## config.mk

```make
export PLATFORM = sky130hd
export DESIGN_NAME = lfce_blend
export DESIGN_NICKNAME = d
export VERILOG_FILES = /design/src/lfce_pkg.sv /design/src/lfce_blend.sv
export SDC_FILE = /design/constraint.sdc
export NUM_CORES = 1
export LEC_CHECK = 0
export BUFFER_PORTS_ARGS = -buffer_cell sky130_fd_sc_hd__buf_2
export CAP_MARGIN = 20
export CORE_MARGIN = 4
export CORE_UTILIZATION = 59
export DETAILED_ROUTE_END_ITERATION = 6
export PLACE_DENSITY = 0.8
export SLEW_MARGIN = 20
export SYNTH_ARGS = -nofsm -noshare
export SYNTH_HDL_FRONTEND = slang
export SYNTH_SLANG_ARGS = --single-unit
```

## constraint.sdc

```tcl
create_clock -name clk -period 7.2 [get_ports clk]
set_input_delay 0.72 -clock clk [delete_from_list [all_inputs] [get_ports clk]]
set_output_delay 0.72 -clock clk [all_outputs]
set_load 0.05 [all_outputs]
```

## src/lfce_pkg.sv

```systemverilog
// ----------------------------------------------------------------------------
// lfce_pkg
// Shared constants, codes and request and response structs for the LED fade curve engine.
// ----------------------------------------------------------------------------
package lfce_pkg;

  localparam int CURVE_SIZE = 256;
  localparam int NUM_LEDS   = 16;
  localparam int MAX_DRIVEN = 16;

  localparam int CURVE_AW  = $clog2(CURVE_SIZE);
  localparam int DRIVE_MAX = (NUM_LEDS < MAX_DRIVEN) ? NUM_LEDS : MAX_DRIVEN;
  localparam int LED_AW    = (DRIVE_MAX > 1) ? $clog2(DRIVE_MAX) : 1;
  localparam int LED_CW    = $clog2(DRIVE_MAX + 1);

  localparam int LEVEL_W   = 16;
  localparam int FADE_W    = 24;
  localparam int ELAPSED_W = 32;
  localparam int TICK_W    = 16;
  localparam int COUNT_W   = 5;
  localparam int NUM_W     = FADE_W + CURVE_AW;

  // input item kinds
  localparam logic [1:0] KIND_TICK  = 2'd0;
  localparam logic [1:0] KIND_START = 2'd1;
  localparam logic [1:0] KIND_WRITE = 2'd2;

  // configuration register indexes
  localparam logic [1:0] REG_TARGET = 2'd0;
  localparam logic [1:0] REG_FADE   = 2'd1;
  localparam logic [1:0] REG_COUNT  = 2'd2;

  typedef struct packed {
    logic              start;
    logic [NUM_W-1:0]  num;
    logic [FADE_W-1:0] den;
  } div_req_t;

  typedef struct packed {
    logic               done;
    logic               busy;
    logic [CURVE_AW-1:0] quo;
  } div_rsp_t;

  typedef struct packed {
    logic [LEVEL_W-1:0] from_lvl;
    logic [LEVEL_W-1:0] to_lvl;
    logic [LEVEL_W-1:0] weight;
  } blend_req_t;

endpackage

```

## src/lfce_blend.sv

```systemverilog
// ----------------------------------------------------------------------------
// lfce_blend
// Two-stage blend: start + (target - start) * w, rounded, divided by 65535.
// ----------------------------------------------------------------------------
module lfce_blend (
  input  logic                        clk,
  input  lfce_pkg::blend_req_t         req,
  output logic [lfce_pkg::LEVEL_W-1:0] level
);
  import lfce_pkg::*;

  logic signed [16:0] diff;
  logic signed [16:0] wgt;
  logic signed [33:0] prod_r;
  logic [LEVEL_W-1:0] from_r;
  logic signed [34:0] sum;
  logic [31:0]        sum_r;
  logic [15:0]        q0;
  logic [16:0]        r0;

  assign diff = $signed({1'b0, req.to_lvl}) - $signed({1'b0, req.from_lvl});
  assign wgt  = $signed({1'b0, req.weight});

  // from*65535 + (to - from)*w + 32767, never negative
  assign sum = $signed({3'b000, from_r, 16'h0000}) - $signed({19'd0, from_r})
             + 35'(prod_r) + 35'sd32767;

  always_ff @(posedge clk) begin
    prod_r <= diff * wgt;
    from_r <= req.from_lvl;
    sum_r  <= sum[31:0];
  end

  // x / 65535: x>>16 undershoots by at most one
  assign q0    = sum_r[31:16];
  assign r0    = {1'b0, sum_r[15:0]} + {1'b0, q0};
  assign level = (r0 >= 17'd65535) ? q0 + 16'd1 : q0;

endmodule

```

# Word-level counts from Yosys, hierarchy flattened
# Index checks and enable logic that the tools add are counted.
# op_classes
add_sub_neg	6
mul	1
n_div	0
magnitude_cmp	1
eq_ne	0
shifts	0
n_mux	1
bitwise_logic	0
reduce_logical	0
# op_table
cell	n
32-bit by 16-bit adder with 32-bit output, second input constant	1
32-bit adder	1
17-bit by 17-bit multiplier with 32-bit output	1
32-bit by 16-bit subtractor with 32-bit output	1
16-bit by 16-bit adder with 17-bit output	1
17-bit by 16-bit greater-or-equal comparator with 1-bit output, second input constant	1
16-bit by 16-bit subtractor with 17-bit output	1
16-bit by 1-bit adder with 16-bit output, second input constant	1
16-bit 2-to-1 mux	1
# word_totals
reg_bits	80
latch_bits	0
ramBits	0
mem_bits_ro	0
out_inout_bits	16
memories	0

# Longest topological paths before layout
# depth
ltp_word	3
ltp_mapped	35

# Worst setup path before layout
# Ideal clock, no wire load.
# synth_path
path_type	input to register
from	input req[34] (netlist name)
to	register prod_r[28]
setup_ns	0.120
arrival_time_ns	7.752
setup_slack_ns	-0.673
path_stages	34
path_buffers	2
cell_sequence	inv_1 -> ha_1 -> nor2b_1 -> o31ai_1 -> a21oi_1 -> nor2_1 -> o21ai_0 -> a211oi_1 -> nor2_1 -> clkbuf_1 -> and2_1 -> fa_1 -> inv_1 -> fa_1 -> inv_1 -> fa_1 -> inv_1 -> fa_1 -> inv_1 -> fa_1 -> inv_1 -> fa_1 -> inv_1 -> ha_1 -> clkbuf_1 -> a21oi_1 -> nor2b_1 -> o21ai_0 -> nor4b_1 -> o21ai_0 -> a31o_2 -> a41o_1 -> or2_2 -> xor2_1
# synth_via
elab_chain_cells	2
# synth_rtl
element	line	text
from (decl)	lfce_blend.sv:7	input lfce_pkg::blend_req_t req,
16-bit by 16-bit subtractor with 17-bit output	lfce_blend.sv:21	assign diff = $signed({1'b0, req.to_lvl}) - $signed({1'b0, req.from_lvl});
17-bit by 17-bit multiplier with 32-bit output	lfce_blend.sv:29	prod_r <= diff * wgt;
to (signal assigned)	lfce_blend.sv:29	
to (decl)	lfce_blend.sv:14	logic signed [33:0] prod_r;
# No other way between the ends.

# Final worst setup path
# layout_path
from	input req[16] (netlist name)
to	register prod_r[28]
# Same word-level chain as after synthesis.

==> results by group <==
Outcome
  – Status: finished with violations
  – Failing checks: negative setup slack

STA
  – Period utilization: 103.3%
  – Slew HR: 47.74%
  – Fin. max-slew vios: 0
  – Final setup viols: 8
  – Post-layout min period: 7.436 ns
  – RSZ-0062 raised after global routing: true
  – Hold Vio Cnt, Final: 0
  – Setup ws final: -0.2360 ns
  – Peak Freq: 134.5 MHz
  – Least-Margin Pin Slew: 0.7813 ns
  – Clock tree skew after final layout: 0.005937 ns

GRT
  – Largest net degree at the start of global routing: 19
  – Initial antenna violation count: 0
  – Remaining global-route overflow: 0
  – Gr usage total: 27.57%
  – First-pass GRT wire length: 65.90 mm
  – Number of global-route vias before repair: 13.97k

Setup path
  – Cell with the largest stage delay on the worst path: fa_1
  – Kind of start point of the critical path: input port
  – Critical Path AT: 7.66 ns
  – Crit end category: flip-flop
  – CP most frequent cell: fa_1
  – Largest stage delay, worst path: 0.52 ns
  – Crit path buf inv count: 7
  – Critical path fanouts, max: 5
  – Worst setup path class: input port to flip-flop
  – Delay-heaviest family, CP: adder cells
  – Worst EP required: 7.42 ns

Placed design
  – DP HPWL: 33.18 mm
  – Dpl ws: -0.8684 ns
  – Count of input and output buffers: 64
  – Dpl cell area: 17660 sq um
  – RePlAce Congestion: 0.9101

Die
  – Die area: 29580 sq um
  – Starting Density: 60.37%
  – # IOs: 65
  – DIE WIDTH: 172.0 um
  – Row count: 59
  – Die height: 172.0 um
  – Core ar.: 26280 sq um

Routing
  – DRT iter0 DRCs: 605
  – Drt pass-1 iters: 5
  – Detailed-route vias per instance: 5.454
  – Remaining DRCs: 0
  – Final WL: 39.85 mm
  – Total vias in the final route: 12.83k
  – Antenna Violating Nets Remaining: 0
  – DR WL/cell: 16.94 um

Clock network
  – H-tree depth: 3
  – # hold bufs at CTS: 0
  – Reg clk slew, reported paths: 0.06 ns
  – Worst skew pair latency: 0.33 ns
  – CTS tree: yes
  – Sink Count: 80
  – CTS Buf Count: 9
  – Max clock buf depth: 2
  – Root Driver: clkbuf_16

Yosys
  – Most common cell in the netlist: inv_1
  – Synth top area share: 33.56%
  – Post-synth top cells: 447 x inv_1, 266 x fa_1, 179 x ha_1, 174 x nand2_1, 116 x and2_1
  – Largest area contributor in the netlist: fa_1
  – Post-Synthesis Cells: 1822
  – Adder-cell area share of the yosys netlist: 47.68%
  – Compound-cell area share of the yosys netlist: 9.282%
  – Synth Area in Simple Gates: 15.66%
  – Post-Syn Nets: 2316
  – Mapped Avg Cell Area: 8.708 sq um
  – Asr flop ratio synth: 0%
  – Register area share after synthesis: 10.09%
  – Post-synth cell types: 66
  – Largest cells by area after synthesis: fa_1 34%, ha_1 14%, inv_1 11%
  – Largest family of logic cells by synthesized area: adder cells
  – Post-synthesis mux area share: 0.2603%
  – Number of synthesized flops with an enable pin: 0
  – Mapped cell area: 15870 sq um
  – FF+latch count, synth: 80
  – Synth Area in XOR/XNOR: 5.355%
  – Top_reg_cell synth: dfxtp_1
  – Yosys warns: 0

Finish
  – Layout cells sized above 1: 17.55%
  – Area delta synth->final: 16.29%
  – Fin nets: 2506
  – Finished Cell Area: 18450 sq um
  – FILL cells: 1984
  – # diodes: 0

Hold path
  – Hold Crit Class: flip-flop to flip-flop

Flow run
  – Max_cap viols: 0
-- cell families after synthesis --
| kind of cell | after synthesis |
|---|---|
| mux | 4 |
| compound gates | 223 |
| flops | 80 |
| simple gates | 482 |
| buf+inv | 491 |
| fa+ha+maj | 445 |
| xor+xnor | 97 |
-- per-stage QoR --
stage | util, % | instances | setup TNS, ns | hold slack [ns]
global route | 70.20 | 2352 | -4.940 | 0.4770
floorplan | - | 1822 | -0.4764 | 0.4324
detailed placement | 67.22 | 2317 | -8.751 | 0.4519
finish | 70.20 | 2352 | -1.219 | 0.4563
CTS | 69.00 | 2342 | -1.569 | 0.4652
global placement | 67.22 | 2317 | -5.829 | 0.4432
-- routing by layer --
| metal | global-route usage [%] | vias up | routed length (um) |
|---|---|---|---|
| met4 | 10.15 | 0 | 1493 |
| li1 | - | 5979 | - |
| met2 | 50.54 | 389 | 20600 |
| met1 | 33.07 | 6339 | 15900 |
| met5 | 0 | - | 0 |
| met3 | 3.635 | 120 | 1854 |
-- path summary, 6_finish.rpt --
check,startpoint,end,slack (ns),cells after the start
hold / removal,prod_r[0],sum_r[0],0.46,1
setup reg to reg,from_r[2],sum_r[20],3.80,12
hold reg to reg,prod_r[0],sum_r[0],0.46,1
setup / recovery,req[16],prod_r[28],-0.24,33
-- layout make-up --
class                      count  area (sq um)  share of cell area [%]
multi-input combinational   1251         12860                   69.73
inverter                     447          1683                   9.122
sequential                    80          1602                   8.681
timing repair buffer         223          1597                   8.654
tap                          335         419.2                   2.272
clock buffer                  13         270.3                   1.465
clock inverter                 3         15.01                 0.08138
-- state kept, by name (all words and copies together) (netlist names) --
signal,cells
from_r,16
prod_r,32
sum_r,32
-- cell usage in the layout (no fill, tap or decap), drive strengths merged, types with 21 or more instances in the layout --
cell    synthesis  routed
dfxtp          80      80
nor2b          31      31
ha            179     179
nand2b         22      22
nand3          21      21
nand2         174     174
a21o           25      25
inv           447     447
buf             3     223
nor2           57      57
o21ai          43      43
xor2           37      37
and2          116     116
a21oi          60      60
xnor2          60      60
fa            266     266
-- what timing repair did --
action / in CTS / in global routing
endpoints found under the setup margin: 12 / 16
pin swaps: 35 / 64
buffers inserted: 9 / 10
resized for setup: 28 / 63
Power is left out: the tool's default activity adds up to more than one toggle a clock period on the data nets, which glitch-free logic cannot reach.
