<file path="config.mk">
export PLATFORM = sky130hd
export DESIGN_NAME = lfce_div
export DESIGN_NICKNAME = d
export VERILOG_FILES = /design/src/lfce_pkg.sv /design/src/lfce_div.sv
export SDC_FILE = /design/constraint.sdc
export NUM_CORES = 1
export LEC_CHECK = 0
export ABC_AREA = 1
export ABC_CLOCK_PERIOD_IN_PS = 2700
export BUFFER_PORTS_ARGS = -buffer_cell sky130_fd_sc_hd__buf_4
export CAP_MARGIN = 20
export CORE_MARGIN = 2
export CORE_UTILIZATION = 58
export DETAILED_ROUTE_END_ITERATION = 10
export GPL_ROUTABILITY_DRIVEN = 0
export PLACE_DENSITY = 0.9
export SLEW_MARGIN = 25
export SYNTH_ARGS = -nofsm -noshare
export SYNTH_HDL_FRONTEND = slang
export SYNTH_SLANG_ARGS = --single-unit
</file>
<file path="constraint.sdc">
create_clock -name clk -period 2.7 [get_ports clk]
set_input_delay 0.405 -clock clk [delete_from_list [all_inputs] [get_ports clk]]
set_output_delay 0.405 -clock clk [all_outputs]
set_load 0.05 [all_outputs]
</file>
<file path="src/lfce_pkg.sv">
// ----------------------------------------------------------------------------
// lfce_pkg
// Shared constants, codes and request and response structs for the LED fade curve engine.
// ----------------------------------------------------------------------------
package lfce_pkg;

  localparam int CURVE_SIZE = 256;
  localparam int NUM_LEDS   = 16;
  localparam int MAX_DRIVEN = 16;

  localparam int CURVE_AW  = $clog2(CURVE_SIZE);
  localparam int DRIVE_MAX = (NUM_LEDS < MAX_DRIVEN) ? NUM_LEDS : MAX_DRIVEN;
  localparam int LED_AW    = (DRIVE_MAX > 1) ? $clog2(DRIVE_MAX) : 1;
  localparam int LED_CW    = $clog2(DRIVE_MAX + 1);

  localparam int LEVEL_W   = 16;
  localparam int FADE_W    = 24;
  localparam int ELAPSED_W = 32;
  localparam int TICK_W    = 16;
  localparam int COUNT_W   = 5;
  localparam int NUM_W     = FADE_W + CURVE_AW;

  // input item kinds
  localparam logic [1:0] KIND_TICK  = 2'd0;
  localparam logic [1:0] KIND_START = 2'd1;
  localparam logic [1:0] KIND_WRITE = 2'd2;

  // configuration register indexes
  localparam logic [1:0] REG_TARGET = 2'd0;
  localparam logic [1:0] REG_FADE   = 2'd1;
  localparam logic [1:0] REG_COUNT  = 2'd2;

  typedef struct packed {
    logic              start;
    logic [NUM_W-1:0]  num;
    logic [FADE_W-1:0] den;
  } div_req_t;

  typedef struct packed {
    logic               done;
    logic               busy;
    logic [CURVE_AW-1:0] quo;
  } div_rsp_t;

  typedef struct packed {
    logic [LEVEL_W-1:0] from_lvl;
    logic [LEVEL_W-1:0] to_lvl;
    logic [LEVEL_W-1:0] weight;
  } blend_req_t;

endpackage

</file>
<file path="src/lfce_div.sv">
// ----------------------------------------------------------------------------
// lfce_div
// Restoring divider, one quotient bit per cycle, for the curve index.
// ----------------------------------------------------------------------------
module lfce_div (
  input  logic              clk,
  input  logic              rst_n,
  input  lfce_pkg::div_req_t req,
  output lfce_pkg::div_rsp_t rsp
);
  import lfce_pkg::*;

  localparam int CNT_W = $clog2(CURVE_AW + 1);

  logic [FADE_W-1:0]   rem_r;
  logic [FADE_W-1:0]   den_r;
  logic [CURVE_AW-1:0] shq_r;   // low numerator bits in, quotient bits out
  logic [CNT_W-1:0]    cnt_r;
  logic                busy_r;
  logic                done_r;

  logic [FADE_W:0]     trial;
  logic                take;

  assign trial = {rem_r, shq_r[CURVE_AW-1]};
  assign take  = trial >= {1'b0, den_r};

  // numerator is below den * 2^CURVE_AW, so the upper part starts below den
  always_ff @(posedge clk) begin
    if (!rst_n) begin
      busy_r <= 1'b0;
      done_r <= 1'b0;
      cnt_r  <= '0;
    end else begin
      done_r <= !req.start && busy_r && (cnt_r == CNT_W'(1));
      if (req.start) begin
        busy_r <= 1'b1;
        cnt_r  <= CNT_W'(CURVE_AW);
      end else if (busy_r) begin
        cnt_r <= cnt_r - CNT_W'(1);
        if (cnt_r == CNT_W'(1))
          busy_r <= 1'b0;
      end
    end
  end

  always_ff @(posedge clk) begin
    if (req.start) begin
      rem_r <= req.num[NUM_W-1:CURVE_AW];
      shq_r <= req.num[CURVE_AW-1:0];
      den_r <= req.den;
    end else if (busy_r) begin
      rem_r <= take ? FADE_W'(trial - {1'b0, den_r}) : trial[FADE_W-1:0];
      shq_r <= {shq_r[CURVE_AW-2:0], take};
    end
  end

  assign rsp.done = done_r;
  assign rsp.busy = busy_r;
  assign rsp.quo  = shq_r;

endmodule

</file>
* After elaboration in Yosys (flattened, before gate mapping)
Index checks and enable logic that the tools add are counted.
** Word-level totals
- Output and inout port bits :: 10
- Bits in latches :: 0
- Input bits :: 59
- Logic and storage cells :: 27
- ROM bits :: 0
- Bits in writable memories :: 0
- Bits in registers :: 62
- Memories :: 0
** Cells by class
- Add/subtract/negate cells :: 2
- $mul :: 0
- Mux-type cells :: 10
- Shift operators :: 0
- Equal/unequal tests :: 1
- Bitwise logic cells :: 1
- $lt $le $gt $ge :: 1
- Reduce and logical (&&, ||, !) cells :: 5
- Div/mod/pow operators :: 0
** Operators with widths (number)
- $mux W24 :: 3
- $ge A25 B24 Y1 :: 1
- $sub A24 B24 Y24 :: 1
- $mux W8 :: 2
- $mux W4 :: 2
- $eq A4 B1 Y1 const B :: 1
- $sub A4 B1 Y4 const B :: 1
- $mux W1 :: 3
- $logic_and A1 B1 Y1 :: 2
- $reduce_bool A2 Y1 :: 1
- $reduce_or A2 Y1 :: 1
- $logic_not A1 Y1 :: 1
- $not A1 Y1 :: 1

* Longest topological paths before layout
Gate-level depths: netlist of run 1.
- Word-level depth :: 4
- Gate-level depth with buffers :: 15
- Mapped depth without buffers :: 15

* Least setup slack after synthesis of run 1
No wires, ideal clock.
- Kind :: register to register
- Start :: register shq_r[7]
- End :: register rem_r[18], data pin
- Clock period less this slack :: 2285 ps
- Setup time :: 252 ps
- Path buffers :: 0
- Cell stages (with the launch flop) :: 15
- Arrival time :: 2033 ps
- Path slack :: 415 ps
- Required time :: 2448 ps
- Cell sequence :: edfxtp_1 inv_1 ha_1 inv_1 fa_1 nand3_1 nand3_1 nand2_1 nand2_1 nand2_1 nand2_1 nand2_1 nand3_1 nand2_1 nand2_1
** Between the ends
- Word-level cells in the longest chain between the ends :: 4
- Elaborated cells on any way between the ends :: 5
- Classes of those cells :: add/sub (1); order compare (1); mux (3)
** Ends and longest elaborated chain
- from (decl) :: RTL line lfce_div.sv:17 : logic [CURVE_AW-1:0] shq_r;
- from (signal assigned) :: RTL line lfce_div.sv:50 : shq_r <= req.num[CURVE_AW-1:0];
- from (signal assigned) :: RTL line lfce_div.sv:54 : shq_r <= {shq_r[CURVE_AW-2:0], take};
- $sub A24 B24 Y24 / $ge A25 B24 Y1 (equally long branches) :: RTL line lfce_div.sv:53, lfce_div.sv:26
- $mux W24 (*) :: RTL line lfce_div.sv:53 : rem_r <= take ? FADE_W'(trial - {1'b0, den_r}) : trial[FADE_W-1:0];
- $mux W24 (*) :: RTL line lfce_div.sv:52 : end else if (busy_r) begin
- $mux W24 (*) :: RTL line lfce_div.sv:48 : if (req.start) begin
- to (signal assigned) :: RTL line lfce_div.sv:49 : rem_r <= req.num[NUM_W-1:CURVE_AW];
- to (signal assigned) :: RTL line lfce_div.sv:53
- to (decl) :: RTL line lfce_div.sv:15 : logic [FADE_W-1:0] rem_r;
Every way passes the cells marked *; elsewhere a longest branch is shown, timed or not. The select of a mux whose other input is x is not followed.
A chain may end at the register's enable or synchronous reset.

* Final worst setup path of run 1
- Start :: register shq_r[7]
- End :: register rem_r[16], data pin
The elaborated chain is that of the path after synthesis.

==> results of run 1 <==
[cells in the mapped netlist (2+ instances only)]
| master | instances |
|---|---|
| buf_6 | 2 |
| edfxtp_1 | 56 |
| nand3b_1 | 24 |
| inv_2 | 3 |
| buf_4 | 4 |
| o21ai_0 | 3 |
| nor2_4 | 3 |
| ha_1 | 26 |
| dfxtp_1 | 6 |
| nor2_1 | 35 |
| xnor2_1 | 9 |
| nand4_1 | 5 |
| nor3_1 | 3 |
| a21oi_1 | 18 |
| nand2_1 | 262 |
| inv_1 | 109 |
| nand2_2 | 3 |
| nand3_1 | 51 |
| buf_2 | 2 |
| clkbuf_1 | 7 |
| clkinv_1 | 4 |
[cell families after synthesis]
family,Yosys count,share of synthesized area (%)
AOI/OAI and AO/OA,26,3.08
xor gates and xnor gates,9,1.70
adders and majority gates,27,7.47
buffers and inverters,131,11.3
DFF,62,39.0
and+or+nand+nor,394,37.4
[worst paths after layout]
kind,endpoint,from,cells after the start
worst max-delay path,rem_r[16],shq_r[7],14
worst min register to register,cnt_r[3],cnt_r[3],2
worst max register to register,rem_r[16],shq_r[7],14
worst min-delay path,den_r[23],req[23],1
[metal layers]
layer	vias up	wire (µm)	global-route usage, %
li1	2174	-	-
met1	1981	4540	30.6
met2	203	5470	47.5
met3	39	892	7.09
met4	0	439	15.4
met5	-	0	0
[metrics by stage]
stage / hold WS (ns) / setup WS [ns]
6_report: 0.216 / 0.225
2_1_floorplan: 0.445 / 0.415
3_5_place_dp: 0.462 / 0.302
5_1_grt: 0.205 / 0.0660
4_1_cts: 0.206 / 0.286
3_3_place_gp: 0.456 / 0.421
[where the power goes]
| part | switching (mW) | leakage [nW] | internal [mW] | total, mW |
|---|---|---|---|---|
| logic | 1.15 | 2.15 | 0.665 | 1.82 |
| registers | 0.0741 | 0.610 | 1.23 | 1.30 |
| clock network | 0.423 | 0.109 | 0.495 | 0.918 |
[flip-flops by register name, summed over array words and instances, names as in the netlist]
name / flops
busy_r: 1
cnt_r: 4
den_r: 24
done_r: 1
rem_r: 24
shq_r: 8
[area by class of cell]
class                      count  share of cell area (%)
clock inverter                 6                    1.33
inverter                     116                    7.97
sequential                    62                    33.0
timing repair buffer          75                    10.5
multi-input combinational    456                    42.1
clock buffer                  10                    2.73
tap                          102                    2.34
==> impl_metrics.ini, run 1 <==
[worst_setup_path]
r2r_setup_slack_ns = 0.23
crit_slowest_cell = fa_1
path_max_fanout = 4
crit_chain = inv_1, ha_1, inv_1, fa_1, nand2_1, nand3_1, nand2_1, nand2_1, nand2_1, nand3b_1, nand2_1, nand2_1, nand3_1, nand2_1
worst-path-buf-inv = 2
critical-path-max-stage-delay_ns = 0.46
path_class = flip-flop to flip-flop
worstPathRequired_ns = 2.81
critPathMostFrequentCell = nand2_1
path_delay_family = simple AND/OR/NAND/NOR gates
cp-start-kind = flip-flop
worst_ep_arrival_time_ns = 2.59
worst_setup_path_end_kind = flip-flop

[layout]
multi_input_area_um2 = 2300
regArea_um2 = 1800
final_cell_mix = 262 x nand2_1, 109 x inv_1, 74 x buf_4, 56 x edfxtp_1, 51 x nand3_1
drive_gt1_share_pct = 14.8
diodes = 0
nets = 806
fillCellCount = 625
mostFrequentLayoutCell = nand2_1
fin_cells = 827
utilization_pct = 70.7
final_area_um2 = 5460
syn_to_final_growth_pct = 18.1

[sta]
hold_viol = 0
finalClockSkew_ns = 0.0129
worstMarginPinSlew_ns = 0.643
fin_crit_sh_pct = 91.7
finalMaxSlewViolations = 0
timing.fmax_mhz = 404
rsz0062_at_grt = no
period_needed_ns = 2.47
fin_tns_setup_ns = 0
setup_viol = 0
max-slew-margin-rel_pct = 57.1

[global_routing]
grt_max_degree = 59
grt_overflow = 0
antenna_found_initial = 0
grt_first_pass_wirelength_um = 18900
grt_use_total_pct = 27.5
grt_pass1_vias = 4480

[clock_tree]
cts_made_buffers = 9
clockBufferDepth = 2
cts-root-buf = clkbuf_8
post-cts-setup-buffer-count = 0
clock_sinks = 62
cts_tree = done
cts_hold_buf = 0
clkTransAtPathRegs_ns = 0.08
insertion_delay_ns = 0.36
cts_resized = 0
h-tree-depth = 3

[yosys]
yosysTopAreaCell = edfxtp_1
syn-cell-area_um2 = 4620
synthCells = 649
ys_ff_latch = 62
syn_area_per_cell_um2 = 7.13
synth_edf_count = 56
seq_area_frac_synth_pct = 39.0
synthFlopType = edfxtp_1
postSynthNetCount = 735
synthTopCellsByArea = edfxtp_1 36%, nand2_1 21%, inv_1 8.8%
async_flop_share_pct = 0
yosysWarnings = 0
yosysUniqueCellTypes = 35
synth_top_area_share_pct = 36.4

[power_and_ir_drop]
vdd_ir_drop_max_mv = 0.430
p_per_area_nw_per_um2 = 739
total_power_mw = 4.03
cellLeakagePower_nw = 2.87

[detailed_routing]
wl_per_cell_um = 13.7
drtAntennaViolNets = 0
viasPerCell = 5.32
wl_um = 11300
drtIter0Drc = 290
drc = 0
vias = 4397
drtPass1Iterations = 5

[die]
die_y_um = 93.3
io-pin-count = 69
coreArea_um2 = 7730
initial_core_util_pct = 59.8
die_x_um = 93.3
num_rows = 32
die_area_um2 = 8700

[status]
outcome = completed

[place]
dpl.hpwl_um = 8390
placed_area_um2 = 5240
dp.cells = 811
numPortBuffers = 68

[flow_run]
max-cap-violations = 0

[hold_path]
hold_path.class = primary input to flip-flop
Power figures use the tool's default switching activity.
==> inputs of run 2 (changes only) <==
--- a/config.mk
+++ b/config.mk
@@ -10,11 +10,13 @@
 export BUFFER_PORTS_ARGS = -buffer_cell sky130_fd_sc_hd__buf_4
 export CAP_MARGIN = 20
 export CORE_MARGIN = 2
-export CORE_UTILIZATION = 58
+export CORE_UTILIZATION = 50
 export DETAILED_ROUTE_END_ITERATION = 10
 export GPL_ROUTABILITY_DRIVEN = 0
-export PLACE_DENSITY = 0.9
+export GPL_TIMING_DRIVEN = 0
+export PLACE_DENSITY = 0.8
 export SLEW_MARGIN = 25
 export SYNTH_ARGS = -nofsm -noshare
 export SYNTH_HDL_FRONTEND = slang
 export SYNTH_SLANG_ARGS = --single-unit
+export TNS_END_PERCENT = 5
==> impl_metrics.ini, run 2 (same netlist as run 1, synthesis figures left out) <==
[status]
outcome = completed

[die]
die_x_um = 100
initial_core_util_pct = 50.8
num_rows = 35
coreArea_um2 = 9110
die_area_um2 = 10000
die_y_um = 100
io-pin-count = 69

[global_routing]
met2_usage_pct = 41.7
grt_use_total_pct = 24.2
grtUsageMet3_pct = 5.85
grt_max_degree = 34
grt_busiest_layer = met2
antenna_found_initial = 0
use_met1_pct = 29.5
grt_first_pass_wirelength_um = 19300
grt_overflow = 0
grt_pass1_vias = 4352

[sta]
fin_tns_setup_ns = 0
finalMaxSlewViolations = 0
timing.fmax_mhz = 422
fin_crit_sh_pct = 87.8
whs_ns = 0.216
rsz0062_at_grt = no
max-slew-margin-rel_pct = 46.0
finalClockSkew_ns = 0.0142
worstMarginPinSlew_ns = 0.808
setup_viol = 0
period_needed_ns = 2.37
fin_ws_ns = 0.330
hold_viol = 0

[layout]
nets = 814
fillCellCount = 842
fin_cells = 844
reg_top3 = den_r x24, rem_r x24, shq_r x8
syn_to_final_growth_pct = 19.0
mostFrequentLayoutCell = nand2_1
diodes = 0
drive_gt1_share_pct = 14.9
final_cell_mix = 261 x nand2_1, 109 x inv_1, 72 x buf_4, 56 x edfxtp_1, 51 x nand3_1

[worst_setup_path]
worst_ep_arrival_time_ns = 2.48
worst_r2r_endpoint = rem_r[18]
r2r_setup_slack_ns = 0.33
worstPathRequired_ns = 2.81
path_max_fanout = 4
worst_setup_path_end_kind = flip-flop
path_class = flip-flop to flip-flop
worstReg2RegStart = shq_r[7]
rr_worst_depth = 14
cp-start-kind = flip-flop

[detailed_routing]
drc = 0
wl_per_cell_um = 13.6
drtPass1Iterations = 5
wl_um = 11500
vias = 4380
viasPerCell = 5.19
drtAntennaViolNets = 0
drtIter0Drc = 292

[hold_path]
whs_endpoint = den_r[3]
hold_depth = 1
hold_path.class = primary input to flip-flop
min-delay-start = req[3]

[place]
dp_slack_ns = 0.139
dp.cells = 828
dpl.hpwl_um = 8570
numPortBuffers = 68

[clock_tree]
cts_hold_buf = 0
clock_sinks = 62
h-tree-depth = 3
cts_tree = done
cts_made_buffers = 9
cts-root-buf = clkbuf_8
insertion_delay_ns = 0.36
cts_resized = 0
clockBufferDepth = 2
clkTransAtPathRegs_ns = 0.09
post-cts-setup-buffer-count = 0

[power_and_ir_drop]
clockPowerShare_pct = 23.8
power_frac_comb_pct = 44.7
p_int_mw = 2.43
p_sw_share_pct = 40.7
vdd_ir_drop_max_mv = 0.373
cellLeakagePower_nw = 2.88
seq_power_share_pct = 31.6
p_sw_mw = 1.67
p_per_area_nw_per_um2 = 745

[flow_run]
max-cap-violations = 0
[run 2: how the worst max path moves through the flow]
stage	startpoint	to	slack (ns)	depth (start not counted)
after detailed placement	req[56]	rem_r[10]	0.14	4
after global routing	shq_r[7]	rem_r[18]	0.19	14
after global placement	req[56]	rem_r[9]	-0.28	4
final	shq_r[7]	rem_r[18]	0.33	14
after floorplan	shq_r[7]	rem_r[18]	0.41	14
after CTS	rem_r[15]	rem_r[21]	0.35	12
[run 2: critical path, cell delays in order, from the launching register on]
cell and delay, ns:
edfxtp_1 0.39, inv_1 0.09, ha_1 0.14, inv_1 0.09
fa_1 0.44, nand3_1 0.11, nand3_1 0.21, nand2_1 0.12
nand2_1 0.09, nand2_1 0.12, nand2_1 0.08, nand2_1 0.07
nand3_1 0.07, nand2_1 0.07, nand2_1 0.04
[run 2: final cells by class]
cell class                      instances  area (µm²)  share of cell area [%]
Timing Repair Buffer                   68         510                    9.28
Sequential cell                        62        1800                    32.7
Tap cell                              111         139                    2.52
Buffer                                 15        88.8                    1.61
Inverter                              116         435                    7.91
Clock inverter                          7         103                    1.86
Clock buffer                            9         124                    2.25
Multi-Input combinational cell        456        2300                    41.8
[run 2: per-stage QoR]
stage | utilization (%) | total power, mW | instance area, µm²
after floorplan | - | 2.66 | 4620
after global placement | 57.9 | 3.05 | 5270
after detailed placement | 57.9 | 3.10 | 5280
after CTS | 60.4 | 4.08 | 5500
after global routing | 60.4 | 4.39 | 5500
final | 60.4 | 4.10 | 5500
[run 2: power by group through the flow]
| stage | combinational, mW | sequential [mW] | clock (mW) |
|---|---|---|---|
| detailed placement | 1.79 | 1.31 | 0 |
| CTS | 1.80 | 1.29 | 0.984 |
| global placement | 1.74 | 1.31 | 0 |
| finish | 1.83 | 1.29 | 0.976 |
| global route | 2.06 | 1.31 | 1.02 |
| floorplan | 1.31 | 1.34 | 0 |
[run 2: layer usage]
metal	part of all wire (%)	wire (µm)
met1	43	4930
met4	2.5	283
met2	48	5500
met3	6.8	779
met5	0	0
